===== config.mk =====
export PLATFORM = sky130hd
export DESIGN_NAME = sha256_hash_engine
export DESIGN_NICKNAME = d
export VERILOG_FILES = /design/src/rtl/sha_pkg.sv /design/src/rtl/sha_core.sv /design/src/rtl/sha256_hash_engine.sv
export SDC_FILE = /design/constraint.sdc
export NUM_CORES = 2
export LEC_CHECK = 0
export ABC_CLOCK_PERIOD_IN_PS = 24700
export BUFFER_PORTS_ARGS = -buffer_cell sky130_fd_sc_hd__buf_2
export CORE_MARGIN = 5
export CORE_UTILIZATION = 61
export DETAILED_ROUTE_END_ITERATION = 7
export PLACE_DENSITY = 0.77
export SYNTH_ARGS = -nofsm -noshare
export SYNTH_HDL_FRONTEND = slang
export SYNTH_HIERARCHICAL = 1
export SYNTH_SLANG_ARGS = --single-unit

===== constraint.sdc =====
create_clock -name clk -period 24.7 [get_ports clk]
set_input_delay 0 -clock clk [delete_from_list [all_inputs] [get_ports clk]]
set_output_delay 0 -clock clk [all_outputs]
set_load 0.1 [all_outputs]

===== src/rtl/sha_pkg.sv =====
`default_nettype none
package sha_pkg;

	localparam int WordW = 32;

	typedef logic [WordW-1:0] word_t;

	// Initial hash values
	function automatic word_t iv(input logic [2:0] i);
		word_t r;
		begin
			unique case (i)
				3'd0: r = 32'h6A09E667;
				3'd1: r = 32'hBB67AE85;
				3'd2: r = 32'h3C6EF372;
				3'd3: r = 32'hA54FF53A;
				3'd4: r = 32'h510E527F;
				3'd5: r = 32'h9B05688C;
				3'd6: r = 32'h1F83D9AB;
				default: r = 32'h5BE0CD19;
			endcase
			return r;
		end
	endfunction

	// Round constants
	function automatic word_t rc(input logic [5:0] i);
		word_t k [64];
		begin
			k = '{
				32'h428A2F98, 32'h71374491, 32'hB5C0FBCF, 32'hE9B5DBA5,
				32'h3956C25B, 32'h59F111F1, 32'h923F82A4, 32'hAB1C5ED5,
				32'hD807AA98, 32'h12835B01, 32'h243185BE, 32'h550C7DC3,
				32'h72BE5D74, 32'h80DEB1FE, 32'h9BDC06A7, 32'hC19BF174,
				32'hE49B69C1, 32'hEFBE4786, 32'h0FC19DC6, 32'h240CA1CC,
				32'h2DE92C6F, 32'h4A7484AA, 32'h5CB0A9DC, 32'h76F988DA,
				32'h983E5152, 32'hA831C66D, 32'hB00327C8, 32'hBF597FC7,
				32'hC6E00BF3, 32'hD5A79147, 32'h06CA6351, 32'h14292967,
				32'h27B70A85, 32'h2E1B2138, 32'h4D2C6DFC, 32'h53380D13,
				32'h650A7354, 32'h766A0ABB, 32'h81C2C92E, 32'h92722C85,
				32'hA2BFE8A1, 32'hA81A664B, 32'hC24B8B70, 32'hC76C51A3,
				32'hD192E819, 32'hD6990624, 32'hF40E3585, 32'h106AA070,
				32'h19A4C116, 32'h1E376C08, 32'h2748774C, 32'h34B0BCB5,
				32'h391C0CB3, 32'h4ED8AA4A, 32'h5B9CCA4F, 32'h682E6FF3,
				32'h748F82EE, 32'h78A5636F, 32'h84C87814, 32'h8CC70208,
				32'h90BEFFFA, 32'hA4506CEB, 32'hBEF9A3F7, 32'hC67178F2};
			return k[i];
		end
	endfunction

	function automatic word_t rotr(input word_t x, input int n);
		return (x >> n) | (x << (WordW - n));
	endfunction

	// Controller states
	typedef enum logic [5:0] {
		ST_IDLE  = 6'b000001,
		ST_PAD   = 6'b000010,
		ST_LEN   = 6'b000100,
		ST_RND   = 6'b001000,
		ST_FOLD  = 6'b010000,
		ST_OUT   = 6'b100000
	} state_t;

	// Request from controller to compression core
	typedef struct packed {
		logic start;
		logic init;
	} core_req_t;

	typedef struct packed {
		logic busy;
		logic done;
	} core_sts_t;

endpackage
`default_nettype wire


===== src/rtl/sha_core.sv =====
`default_nettype none
// 64-round compression. Message schedule is a 16-entry shift window:
// w[t] is at index 0 when round t runs. Hash words live in an 8-entry memory read per lane.
module sha_core (
	input  wire               clk,
	input  wire               arst_n,
	input  wire sha_pkg::core_req_t req,
	output sha_pkg::core_sts_t sts,
	// chunk buffer write port from controller
	input  wire               bw_en,
	input  wire  [3:0]        bw_addr,
	input  wire sha_pkg::word_t bw_data,
	// digest read port
	input  wire  [2:0]        hr_addr,
	output sha_pkg::word_t    hr_data
);
	sha_pkg::word_t buf_mem [16];
	sha_pkg::word_t hash_mem [8];
	sha_pkg::word_t a_q, b_q, c_q, d_q, e_q, f_q, g_q, h_q;
	sha_pkg::word_t w_q [16];
	logic [6:0] cnt_q;
	logic       run_q, fold_q, load_q;
	logic [2:0] fi_q;
	logic       init_q;
	logic [2:0] ii_q;

	// Chunk buffer: controller writes, core copies into schedule window on start
	always_ff @(posedge clk) begin
		if (bw_en) buf_mem[bw_addr] <= bw_data;
	end

	// Schedule step
	sha_pkg::word_t wt, s0, s1, wn, t1, t2, bs0, bs1, ch, mj;
	always_comb begin
		wt  = w_q[0];
		s0  = sha_pkg::rotr(w_q[1], 7) ^ sha_pkg::rotr(w_q[1], 18) ^ (w_q[1] >> 3);
		s1  = sha_pkg::rotr(w_q[14], 17) ^ sha_pkg::rotr(w_q[14], 19) ^ (w_q[14] >> 10);
		wn  = s1 + w_q[9] + s0 + w_q[0];
		bs1 = sha_pkg::rotr(e_q, 6) ^ sha_pkg::rotr(e_q, 11) ^ sha_pkg::rotr(e_q, 25);
		ch  = (e_q & f_q) ^ (~e_q & g_q);
		t1  = h_q + bs1 + ch + sha_pkg::rc(cnt_q[5:0]) + wt;
		bs0 = sha_pkg::rotr(a_q, 2) ^ sha_pkg::rotr(a_q, 13) ^ sha_pkg::rotr(a_q, 22);
		mj  = (a_q & b_q) ^ (a_q & c_q) ^ (b_q & c_q);
		t2  = bs0 + mj;
	end

	// Hash memory: one read-modify-write per lane during fold, read port for digest
	sha_pkg::word_t hrd_q, fold_src;
	always_comb begin
		unique case (fi_q)
			3'd0: fold_src = a_q;
			3'd1: fold_src = b_q;
			3'd2: fold_src = c_q;
			3'd3: fold_src = d_q;
			3'd4: fold_src = e_q;
			3'd5: fold_src = f_q;
			3'd6: fold_src = g_q;
			default: fold_src = h_q;
		endcase
	end

	always_ff @(posedge clk) begin
		if (init_q) hash_mem[ii_q] <= sha_pkg::iv(ii_q);
		else if (fold_q) hash_mem[fi_q] <= hash_mem[fi_q] + fold_src;
		hrd_q <= hash_mem[hr_addr];
	end
	assign hr_data = hrd_q;

	// Sequencer
	always_ff @(posedge clk or negedge arst_n) begin
		if (!arst_n) begin
			run_q  <= 1'b0;
			fold_q <= 1'b0;
			load_q <= 1'b0;
			cnt_q  <= '0;
			fi_q   <= '0;
			init_q <= 1'b1;
			ii_q   <= '0;
		end else begin
			if (req.init) begin
				init_q <= 1'b1;
				ii_q   <= '0;
			end else if (init_q) begin
				ii_q <= ii_q + 3'd1;
				if (ii_q == 3'd7) init_q <= 1'b0;
			end
			if (req.start) begin
				load_q <= 1'b1;
				cnt_q  <= '0;
			end else if (load_q) begin
				load_q <= (cnt_q != 7'd15);
				run_q  <= (cnt_q == 7'd15);
				cnt_q  <= (cnt_q == 7'd15) ? 7'd0 : cnt_q + 7'd1;
			end else if (run_q) begin
				cnt_q <= cnt_q + 7'd1;
				if (cnt_q == 7'd63) begin
					run_q  <= 1'b0;
					fold_q <= 1'b1;
					fi_q   <= '0;
				end
			end else if (fold_q) begin
				fi_q <= fi_q + 3'd1;
				if (fi_q == 3'd7) fold_q <= 1'b0;
			end
		end
	end

	// Load: shift buffer words and hash words into window and working vars
	always_ff @(posedge clk) begin
		if (load_q) begin
			for (int i = 0; i < 15; i++) w_q[i] <= w_q[i+1];
			w_q[15] <= buf_mem[cnt_q[3:0]];
			if (cnt_q[3:0] < 4'd8) begin
				{a_q, b_q, c_q, d_q, e_q, f_q, g_q} <= {b_q, c_q, d_q, e_q, f_q, g_q, h_q};
				h_q <= hash_mem[cnt_q[2:0]];
			end
		end else if (run_q) begin
			for (int i = 0; i < 15; i++) w_q[i] <= w_q[i+1];
			w_q[15] <= wn;
			h_q <= g_q; g_q <= f_q; f_q <= e_q; e_q <= d_q + t1;
			d_q <= c_q; c_q <= b_q; b_q <= a_q; a_q <= t1 + t2;
		end
	end

	assign sts.busy = load_q | run_q | fold_q | init_q;
	assign sts.done = fold_q && (fi_q == 3'd7);
endmodule
`default_nettype wire


===== src/rtl/sha256_hash_engine.sv =====
`default_nettype none
// Channel | Dir | Beat contents
// s_axis  | in  | tdata {byte_count, data_word}, 5 bytes; tlast = end_of_message
// m_axis  | out | tdata {word_index, digest_word}, 5 bytes; tlast = last_word
// A message word is taken as one beat; its valid bytes are then placed into the chunk buffer
// before the next beat is taken. A byte that fills the 64-byte chunk starts the core (load,
// rounds, fold), during which input is held. End of message: pad bytes one a cycle while
// the core is idle, then the two length words, the last compression, the fold and output
// states, and a registered hash memory read before each digest beat.
// Reset: the initial hash words are loaded into the hash memory, again after each digest.
// Output stalls hold the digest read; input is not taken until digest beats drain.
module sha256_hash_engine (
	input  wire        clk,
	input  wire        arst_n,
	input  wire        s_axis_tvalid,
	output logic       s_axis_tready,
	input  wire [39:0] s_axis_tdata,  // data_word[31:0], byte_count[34:32]
	input  wire        s_axis_tlast,
	output logic       m_axis_tvalid,
	input  wire        m_axis_tready,
	output logic [39:0] m_axis_tdata, // digest_word[31:0], word_index[34:32]
	output logic       m_axis_tlast
);
	sha_pkg::state_t st_q;
	sha_pkg::core_req_t req;
	sha_pkg::core_sts_t sts;
	logic [5:0]  nb_q;       // bytes in chunk
	logic [63:0] bits_q;
	logic [31:0] word_q, acc_q;
	logic [2:0]  left_q;
	logic        eom_q, pad_q;
	logic [2:0]  oi_q;
	logic        ov_q;
	logic        bw_en;
	logic [3:0]  bw_addr;
	sha_pkg::word_t bw_data, hr_data;
	logic [7:0]  cur_byte;
	logic [2:0]  cnt_in;
	logic [2:0]  hr_addr;

	sha_core u_core (
		.clk, .arst_n, .req, .sts,
		.bw_en, .bw_addr, .bw_data, .hr_addr, .hr_data
	);

	assign cnt_in = (s_axis_tdata[34:32] > 3'd4) ? 3'd4 : s_axis_tdata[34:32];
	assign s_axis_tready = (st_q == sha_pkg::ST_IDLE) && !sts.busy && (left_q == 3'd0);
	// The first pad byte is 0x80, the rest are zero
	assign cur_byte = (st_q == sha_pkg::ST_PAD) ? (pad_q ? 8'h00 : 8'h80) : word_q[31:24];
	assign hr_addr = oi_q;

	// Byte packer: one byte per cycle into the chunk buffer while the core is not busy; length words in ST_LEN
	always_comb begin
		bw_en   = 1'b0;
		bw_addr = nb_q[5:2];
		bw_data = {acc_q[23:0], cur_byte};
		if (st_q == sha_pkg::ST_LEN) begin
			bw_en   = 1'b1;
			bw_addr = nb_q[5:2];
			bw_data = nb_q[2] ? bits_q[31:0] : bits_q[63:32];
		end else if ((left_q != 3'd0 || st_q == sha_pkg::ST_PAD) && !sts.busy) begin
			bw_en = 1'b1;
		end
	end

	assign req.start = bw_en && ((st_q == sha_pkg::ST_LEN) ? nb_q == 6'd60 :
		nb_q == 6'd63);
	assign req.init = (st_q == sha_pkg::ST_OUT) && ov_q && m_axis_tready && oi_q == 3'd7;

	always_ff @(posedge clk or negedge arst_n) begin
		if (!arst_n) begin
			st_q   <= sha_pkg::ST_IDLE;
			nb_q   <= '0;
			bits_q <= '0;
			left_q <= '0;
			eom_q  <= 1'b0;
			pad_q  <= 1'b0;
			oi_q   <= '0;
			ov_q   <= 1'b0;
		end else begin
			// accept a beat
			if (s_axis_tvalid && s_axis_tready) begin
				left_q <= cnt_in;
				eom_q  <= s_axis_tlast;
				bits_q <= bits_q + {58'd0, cnt_in, 3'd0};
				if (cnt_in == 3'd0 && s_axis_tlast) begin
					st_q <= sha_pkg::ST_PAD;
					pad_q <= 1'b0;
				end
			end
			// place a message byte
			if (bw_en && st_q == sha_pkg::ST_IDLE) begin
				nb_q   <= nb_q + 6'd1;
				left_q <= left_q - 3'd1;
				if (left_q == 3'd1 && eom_q) begin
					st_q <= sha_pkg::ST_PAD;
					pad_q <= 1'b0;
				end
			end
			unique case (st_q)
				sha_pkg::ST_PAD: if (bw_en) begin
					nb_q  <= nb_q + 6'd1;
					pad_q <= 1'b1;
					if (nb_q == 6'd55) st_q <= sha_pkg::ST_LEN;
				end
				sha_pkg::ST_LEN: begin
					nb_q <= nb_q + 6'd4;
					if (nb_q == 6'd60) st_q <= sha_pkg::ST_RND;
				end
				sha_pkg::ST_RND: if (sts.done) st_q <= sha_pkg::ST_FOLD;
				sha_pkg::ST_FOLD: begin
					st_q <= sha_pkg::ST_OUT;
					oi_q <= '0;
					ov_q <= 1'b0;
				end
				sha_pkg::ST_OUT: begin
					if (!ov_q) ov_q <= 1'b1;
					else if (m_axis_tready) begin
						oi_q <= oi_q + 3'd1;
						ov_q <= 1'b0;
						if (oi_q == 3'd7) begin
							st_q   <= sha_pkg::ST_IDLE;
							bits_q <= '0;
							nb_q   <= '0;
							eom_q  <= 1'b0;
						end
					end
				end
				default: ;
			endcase
		end
	end

	// Shift register for the current word and the byte accumulator
	always_ff @(posedge clk) begin
		if (s_axis_tvalid && s_axis_tready) word_q <= s_axis_tdata[31:0];
		else if (bw_en && st_q == sha_pkg::ST_IDLE) word_q <= {word_q[23:0], 8'h00};
		if (bw_en && st_q != sha_pkg::ST_LEN) acc_q <= nb_q[1:0] == 2'd3 ? 32'd0 : bw_data;
	end

	assign m_axis_tvalid = (st_q == sha_pkg::ST_OUT) && ov_q;
	assign m_axis_tdata  = {5'd0, oi_q, hr_data};
	assign m_axis_tlast  = (oi_q == 3'd7);

	a_one_side: assert property (@(posedge clk) disable iff (!arst_n)
		!(s_axis_tready && m_axis_tvalid)) else $error("in and out both active");
	a_last: assert property (@(posedge clk) disable iff (!arst_n)
		m_axis_tvalid && m_axis_tready && m_axis_tlast |=> st_q == sha_pkg::ST_IDLE)
		else $error("no return to idle");
	a_done: assert property (@(posedge clk) disable iff (!arst_n)
		sts.done |-> sts.busy) else $error("done while idle");
endmodule
`default_nettype wire

**Word level (Yosys, flattened, before mapping)**

Memories as Yosys holds them, arrays and structs flattened. A register that Yosys moved wholly into a read port is not among the register bits.
Cells that the tools add are included.

- Equality and inequality tests: 34
- Order comparisons: 3
- $add $sub $neg: 19
- Reductions and logical operators: 31
- Bitwise gates (word level): 49
- Muxes and demuxes: 133

Operators with widths:

| operator | number |
|---|---|
| 2-to-1 mux 32 bit | 48 |
| case mux 32 bit (7 select lines) | 2 |
| adder 32 bit | 11 |
| 2-to-1 mux 64 bit | 5 |
| XOR 32 bit | 9 |
| AND 32 bit | 5 |
| 2-to-1 mux 6 bit | 16 |
| adder 64 x 6 -> 64 bit | 1 |
| 2-to-1 mux 1 bit | 41 |
| 2-to-1 mux 3 bit | 11 |
| inverter 32 bit | 1 |
| OR 10 x 32 -> 32 bit | 1 |
| OR 13 x 32 -> 32 bit | 1 |
| OR 14 x 32 -> 32 bit | 1 |
| OR 15 x 32 -> 32 bit | 1 |
| OR 19 x 32 -> 32 bit | 1 |
| OR 21 x 32 -> 32 bit | 1 |
| OR 25 x 32 -> 32 bit | 1 |
| OR 26 x 32 -> 32 bit | 1 |
| OR 30 x 32 -> 32 bit | 1 |
| OR 7 x 32 -> 32 bit | 1 |
| OR reduction 32 bit | 1 |
| XOR 32 x 22 -> 32 bit | 1 |
| XOR 32 x 29 -> 32 bit | 1 |
| other kinds (41) | 106 |

- Bits in read-only memories: 2048
- RAM bits: 1280
- Flip-flop bits (word level): 414
- Logic and storage cells: 298
- Bits of input ports: 45
- Memories: 4
- Output and inout port bits: 43

Memory list:

| memory | depth | width | read ports | clocked after memory_dff | wr ports | RTL line | RTL |
|---|---|---|---|---|---|---|---|
| (no name shown) | 64 | 32 | 1 | 0 | 0 | sha_pkg.sv:47 | `return k[i];` |
| u_core.buf_mem | 16 | 32 | 1 | 0 | 1 | sha_core.sv:17 | `sha_pkg::word_t buf_mem [16];` |
| u_core.w_q | 16 | 32 | 16 | 0 | 16 | sha_core.sv:20 | `sha_pkg::word_t w_q [16];` |
| u_core.hash_mem | 8 | 32 | 3 | 1 | 1 | sha_core.sv:18 | `sha_pkg::word_t hash_mem [8];` |

**Depth between registers and ports, before layout**

- Depth in word-level cells: 14
- Depth in mapped cells: 42
- Depth with buffers taken out: 35

**Cells and area by module**

The synthesis kept the hierarchy.

Modules (own cells, without submodules):

| module | area an instance (µm²) | times used | cells an instance | seq. area each (µm²) |
|---|---|---|---|---|
| sha_core | 81020.2 | 1 | 5528 | 47191.5 |
| sha256_hash_engine | 7892.6 | 1 | 839 | 3734.8 |

**Least setup slack after synthesis**

Ideal clock, no wire load.

- Path kind: register to register
- From: register u_core.run_q
- To: register u_core.cnt_q[6]
- Path buffers: 3
- Data required time: 24.553 ns
- Path slack: 6.799 ns
- Clock period less this slack: 17.901 ns
- Cell stages (with the launch flop): 15
- Data arrival time: 17.754 ns
- Library setup time: 0.147 ns
- Cell sequence: dfrtp_1 or2_2 clkbuf_1 or3_1 clkbuf_1 nand2b_1 o22ai_1 nand2_1 a21oi_1 clkbuf_1 a31oi_1 nand2_1 a41oi_1 o21ai_0 o21ai_0

RTL lines:

| element | RTL line | RTL |
|---|---|---|
| start, declared | sha_core.sv:22 | `logic run_q, fold_q, load_q;` |
| start signal, assigned | sha_core.sv:92 | `run_q <= (cnt_q == 7'd15);` |
| end signal, assigned | sha_core.sv:93 | `cnt_q <= (cnt_q == 7'd15) ? 7'd0 : cnt_q + 7'd1;` |
| end signal, assigned | sha_core.sv:95 | `cnt_q <= cnt_q + 7'd1;` |
| end, declared | sha_core.sv:21 | `logic [6:0] cnt_q;` |

**Worst setup path in the final report**

- From: register u_core.cnt_q[1]
- To: register u_core.a_q[31] (data pin)

- Cells in the longest elaborated chain, start to end: 9

Ends and longest elaborated chain:

| element | RTL line | RTL |
|---|---|---|
| inverter 6 -> 7 bit (not written as such) | sha_pkg.sv:47 |  |
| memory read (64 x 32 bit) | -- |  |
| 2-to-1 mux 32 bit (not written as such) (2 in a row) | sha_pkg.sv:47 |  |
| adder 32 bit (2 in a row) | sha_core.sv:41 | `t1 = h_q + bs1 + ch + sha_pkg::rc(cnt_q[5:0]) + wt;` |
| adder 32 bit | sha_core.sv:121 | `d_q <= c_q; c_q <= b_q; b_q <= a_q; a_q <= t1 + t2;` |
| 2-to-1 mux 32 bit | sha_core.sv:117 | `end else if (run_q) begin` |
| 2-to-1 mux 32 bit | sha_core.sv:110 | `if (load_q) begin` |
| end signal, assigned | sha_core.sv:114 | `{a_q, b_q, c_q, d_q, e_q, f_q, g_q} <= {b_q, c_q, d_q, e_q, f_q, g_q, h_q};` |
| end signal, assigned | sha_core.sv:121 |  |
| end, declared | sha_core.sv:19 | `sha_pkg::word_t a_q, b_q, c_q, d_q, e_q, f_q, g_q, h_q;` |

Every way passes these cells. The select of a mux whose other input is x is not followed.
A chain may end at the register's enable or synchronous reset.

==> results.md <==
* Outcome: finished, final reports clean
* CTS tree: built
* DRT Pass-1 Iters at 6
* DR iter-0 viols at 7975
* Resized Gates After CTS at 0
* Min Tclk post-route at 10.17 ns
* Global-route wire length before repair at 374 mm
* Footprint of the multi-input gates at 35500 sq um
* DRT Wirelength at 257 mm
* DIE AREA at 153000 sq um
* Die Ht at a little under 400 microns
* Final Slew Violations at 0
* Worst EP required at ~25 ns
* Post-route clock period utilization at 0.412
* Post-synthesis sequential area ratio at 0.573
* Seq. cell area at 51000 sq um
* Nets at 6862
* Setup Skew at between 0.08 and 0.09 ns
* Endpoints failing setup at 0
* Placed wire-length estimate at 168 mm
* Filler Cell Count at 9689
* Slowest-stage cell, CP: xor2_1
* CTS Sinks at 1723
* Max Cap Viol at 0
* Initial antenna violation count at 11
* Fin. Hold Viols at 0
* Crit-path max cell delay at 0.79 ns
* Most used DFF post-synth: edfxtp_1
* Skew-Pair Late Insertion Delay at 0.86 ns
* Cells after Synth at approximately 6400
* Relative slew slack at 0.0797
* Routed len/inst at 30.3 microns
* Setup_tns at 0 ns
* Antenna Nets Post-Route at 0
* Synthesized flop and latch total at approximately 1700
* Slew @ Worst Pin at about 1.4 ns
* Number of global-route vias before repair at about 56000
* Static leakage at between 30 and 40 nW
* Post-synthesis average cell area at 14.0 sq um
* CP arrival at around 11 ns
* Pin count of the biggest net entering global routing at 189
* Area growth from synthesis to layout at 10.1%
* Yosys warnings at 6
* PD cells at 59.7 nW/um^2
* Vias/cell at between 6 and 7
* Port buffer count at 77
* GRT overflow at 0
* Cell row count at 140
* GR Util All Layers at 0.335
* Starting Density at 0.612
* Root Driver: clkbuf_16
* Post-CTS setup buffers at 0
* Number of synthesized flops with an enable pin at about 1600
* Critical Path Fanout Max at 44
* Hold Crit Class: in2reg
* Hold-fix buffers, CTS at 80
* Unique cell type count in the Yosys netlist at between 100 and 150
* Critical path class: reg2reg
* Fmax achieved at 98.4 MHz
* Worst setup EP type: register
* TritonCTS Buffers at 176
* Most used cell, CP: inv_1
* Final GP Congestion at 0.971
* H-tree depth at 4
* Maximum clock path buffer count at 3
* Worst VDD drop at about 0.065 mV
* Layout cells sized above 1 at 0.177
* Mapped cell area at 88900 sq um
* Total power at 0.00584 W
* Async S/R FF share, synth at 0.0575
* Via count at between 50000 and 60000
* Chip width at 392 microns
* Worst setup SP type: register
* Reg clk slew, reported paths at 0.06 ns
* I/O pin count at 88
* RSZ-0062 raised after global routing: no
* DRC viols at 0
* Core ar. at 145000 sq um
logic make-up after synthesis:
group,synth area share
AOI/OAI and AO/OA,0.0851
xor gates and xnor gates,0.0385
adders and majority gates,0.0720
buffers and inverters,0.0300
DFF,0.573
muxes,0.132
other,0.0000422
and+or+nand+nor,0.0698
per-layer routing:
metal | GRT usage | part of all wire
met2 | 0.508 | 0.46
met3 | 0.0836 | 0.12
met4 | 0.114 | 0.038
met1 | 0.481 | 0.39
met5 | 0 | 0.00035
through the flow:
| stage | cells | setup WS [ns] | util | area (sq um) | hold WS (ns) |
|---|---|---|---|---|---|
| after floorplan | 6371 | 6.80 | - | 88900 | -0.296 |
| after global placement | 8079 | 14.80 | 0.628 | 91200 | -0.0313 |
| after detailed placement | 8079 | 14.77 | 0.628 | 91200 | -0.0277 |
| after CTS | 8484 | 14.77 | 0.674 | 97800 | 0.0948 |
| after global routing | 8485 | 14.15 | 0.674 | 97800 | 0.168 |
| final | 8490 | 14.53 | 0.674 | 97900 | 0.189 |
report_power, final:
group          internal [W]  switching, W
sequential          0.00314             0
combinational     0.0000110     0.0000113
clock               0.00151       0.00117
total               0.00466       0.00119
registers in the layout, summed over array words and instances (netlist names), 24 cells and up:
register,flops
u_core/h_q,32
u_core/g_q,32
word_q,32
u_core/e_q,32
u_core/c_q,32
u_core/hash_mem,256
u_core/a_q,32
u_core/b_q,32
u_core/d_q,32
acc_q,24
u_core/f_q,32
bits_q,61
u_core/w_q,512
u_core/hr_data,32
u_core/buf_mem,512
synth_stat cells (all sizes together) (91+ instances only):
library cell  number  area [sq um]
ha               206          2580
edfxtp          1592         47800
buf              122           586
a21oi            296          1490
xnor2            281          2460
a31oi             91           582
mux4             355          8000
xor2             110           963
o21ai            279          1400
nand2            541          2030
inv              288          1080
dfrtp             97          2430
a21o             110           826
fa               190          3800
nor2             289          1100
clkbuf           265           995
mux2             278          3130
layout make-up:
class	instances	area share
Antenna cell	5	0.000128
Clock buffer	221	0.0473
Clock inverter	104	0.0124
Inverter	289	0.0111
Multi-Input combinational cell	3972	0.363
Sequential cell	1723	0.521
Tap cell	1917	0.0245
Timing Repair Buffer	259	0.0205
worst max-delay path, delay by kind of cell (launching register included):
kind | cells | cell delay (ns)
adder cells (fa/ha/maj) | 5 | 2.38
XOR/XNOR | 1 | 0.79
buffers and inverters | 6 | 1.39
flip-flops | 1 | 0.77
AO/OA/AOI/OAI | 15 | 3.41
AND/OR/NAND/NOR | 5 | 1.20
worst paths after layout:
check / start / endpoint / slack (ns) / cells past startpoint
worst min-delay path: s_axis_tvalid / st_q[0] / 0.19 / 4
worst max register to register: u_core/cnt_q[1] / u_core/a_q[31] / 14.53 / 32
min in group asynchronous: arst_n / u_core/ii_q[0] / 0.28 / 4
worst max-delay path: u_core/cnt_q[1] / u_core/a_q[31] / 14.53 / 32
worst min register to register: u_core/w_q[0][173] / u_core/w_q[0][141] / 0.41 / 0
max in group asynchronous: arst_n / nb_q[2] / 23.46 / 4
cell usage in the layout, fill, tap and decap left out, drive strengths merged, types with 49 or more instances in the layout:
cell         instances
a21o               110
a21oi              296
a22oi               49
a31oi               91
buf                180
clkbuf             221
clkinv              77
dfrtp               97
dlygate4sd3         79
edfxtp            1592
fa                 190
ha                 206
inv                291
mux2               278
mux2i               59
mux4               355
nand2              541
nand3               82
nor2               289
nor3                79
o21ai              279
o31ai               55
xnor2              281
xor2               110
Power figures use the tool's default switching activity.
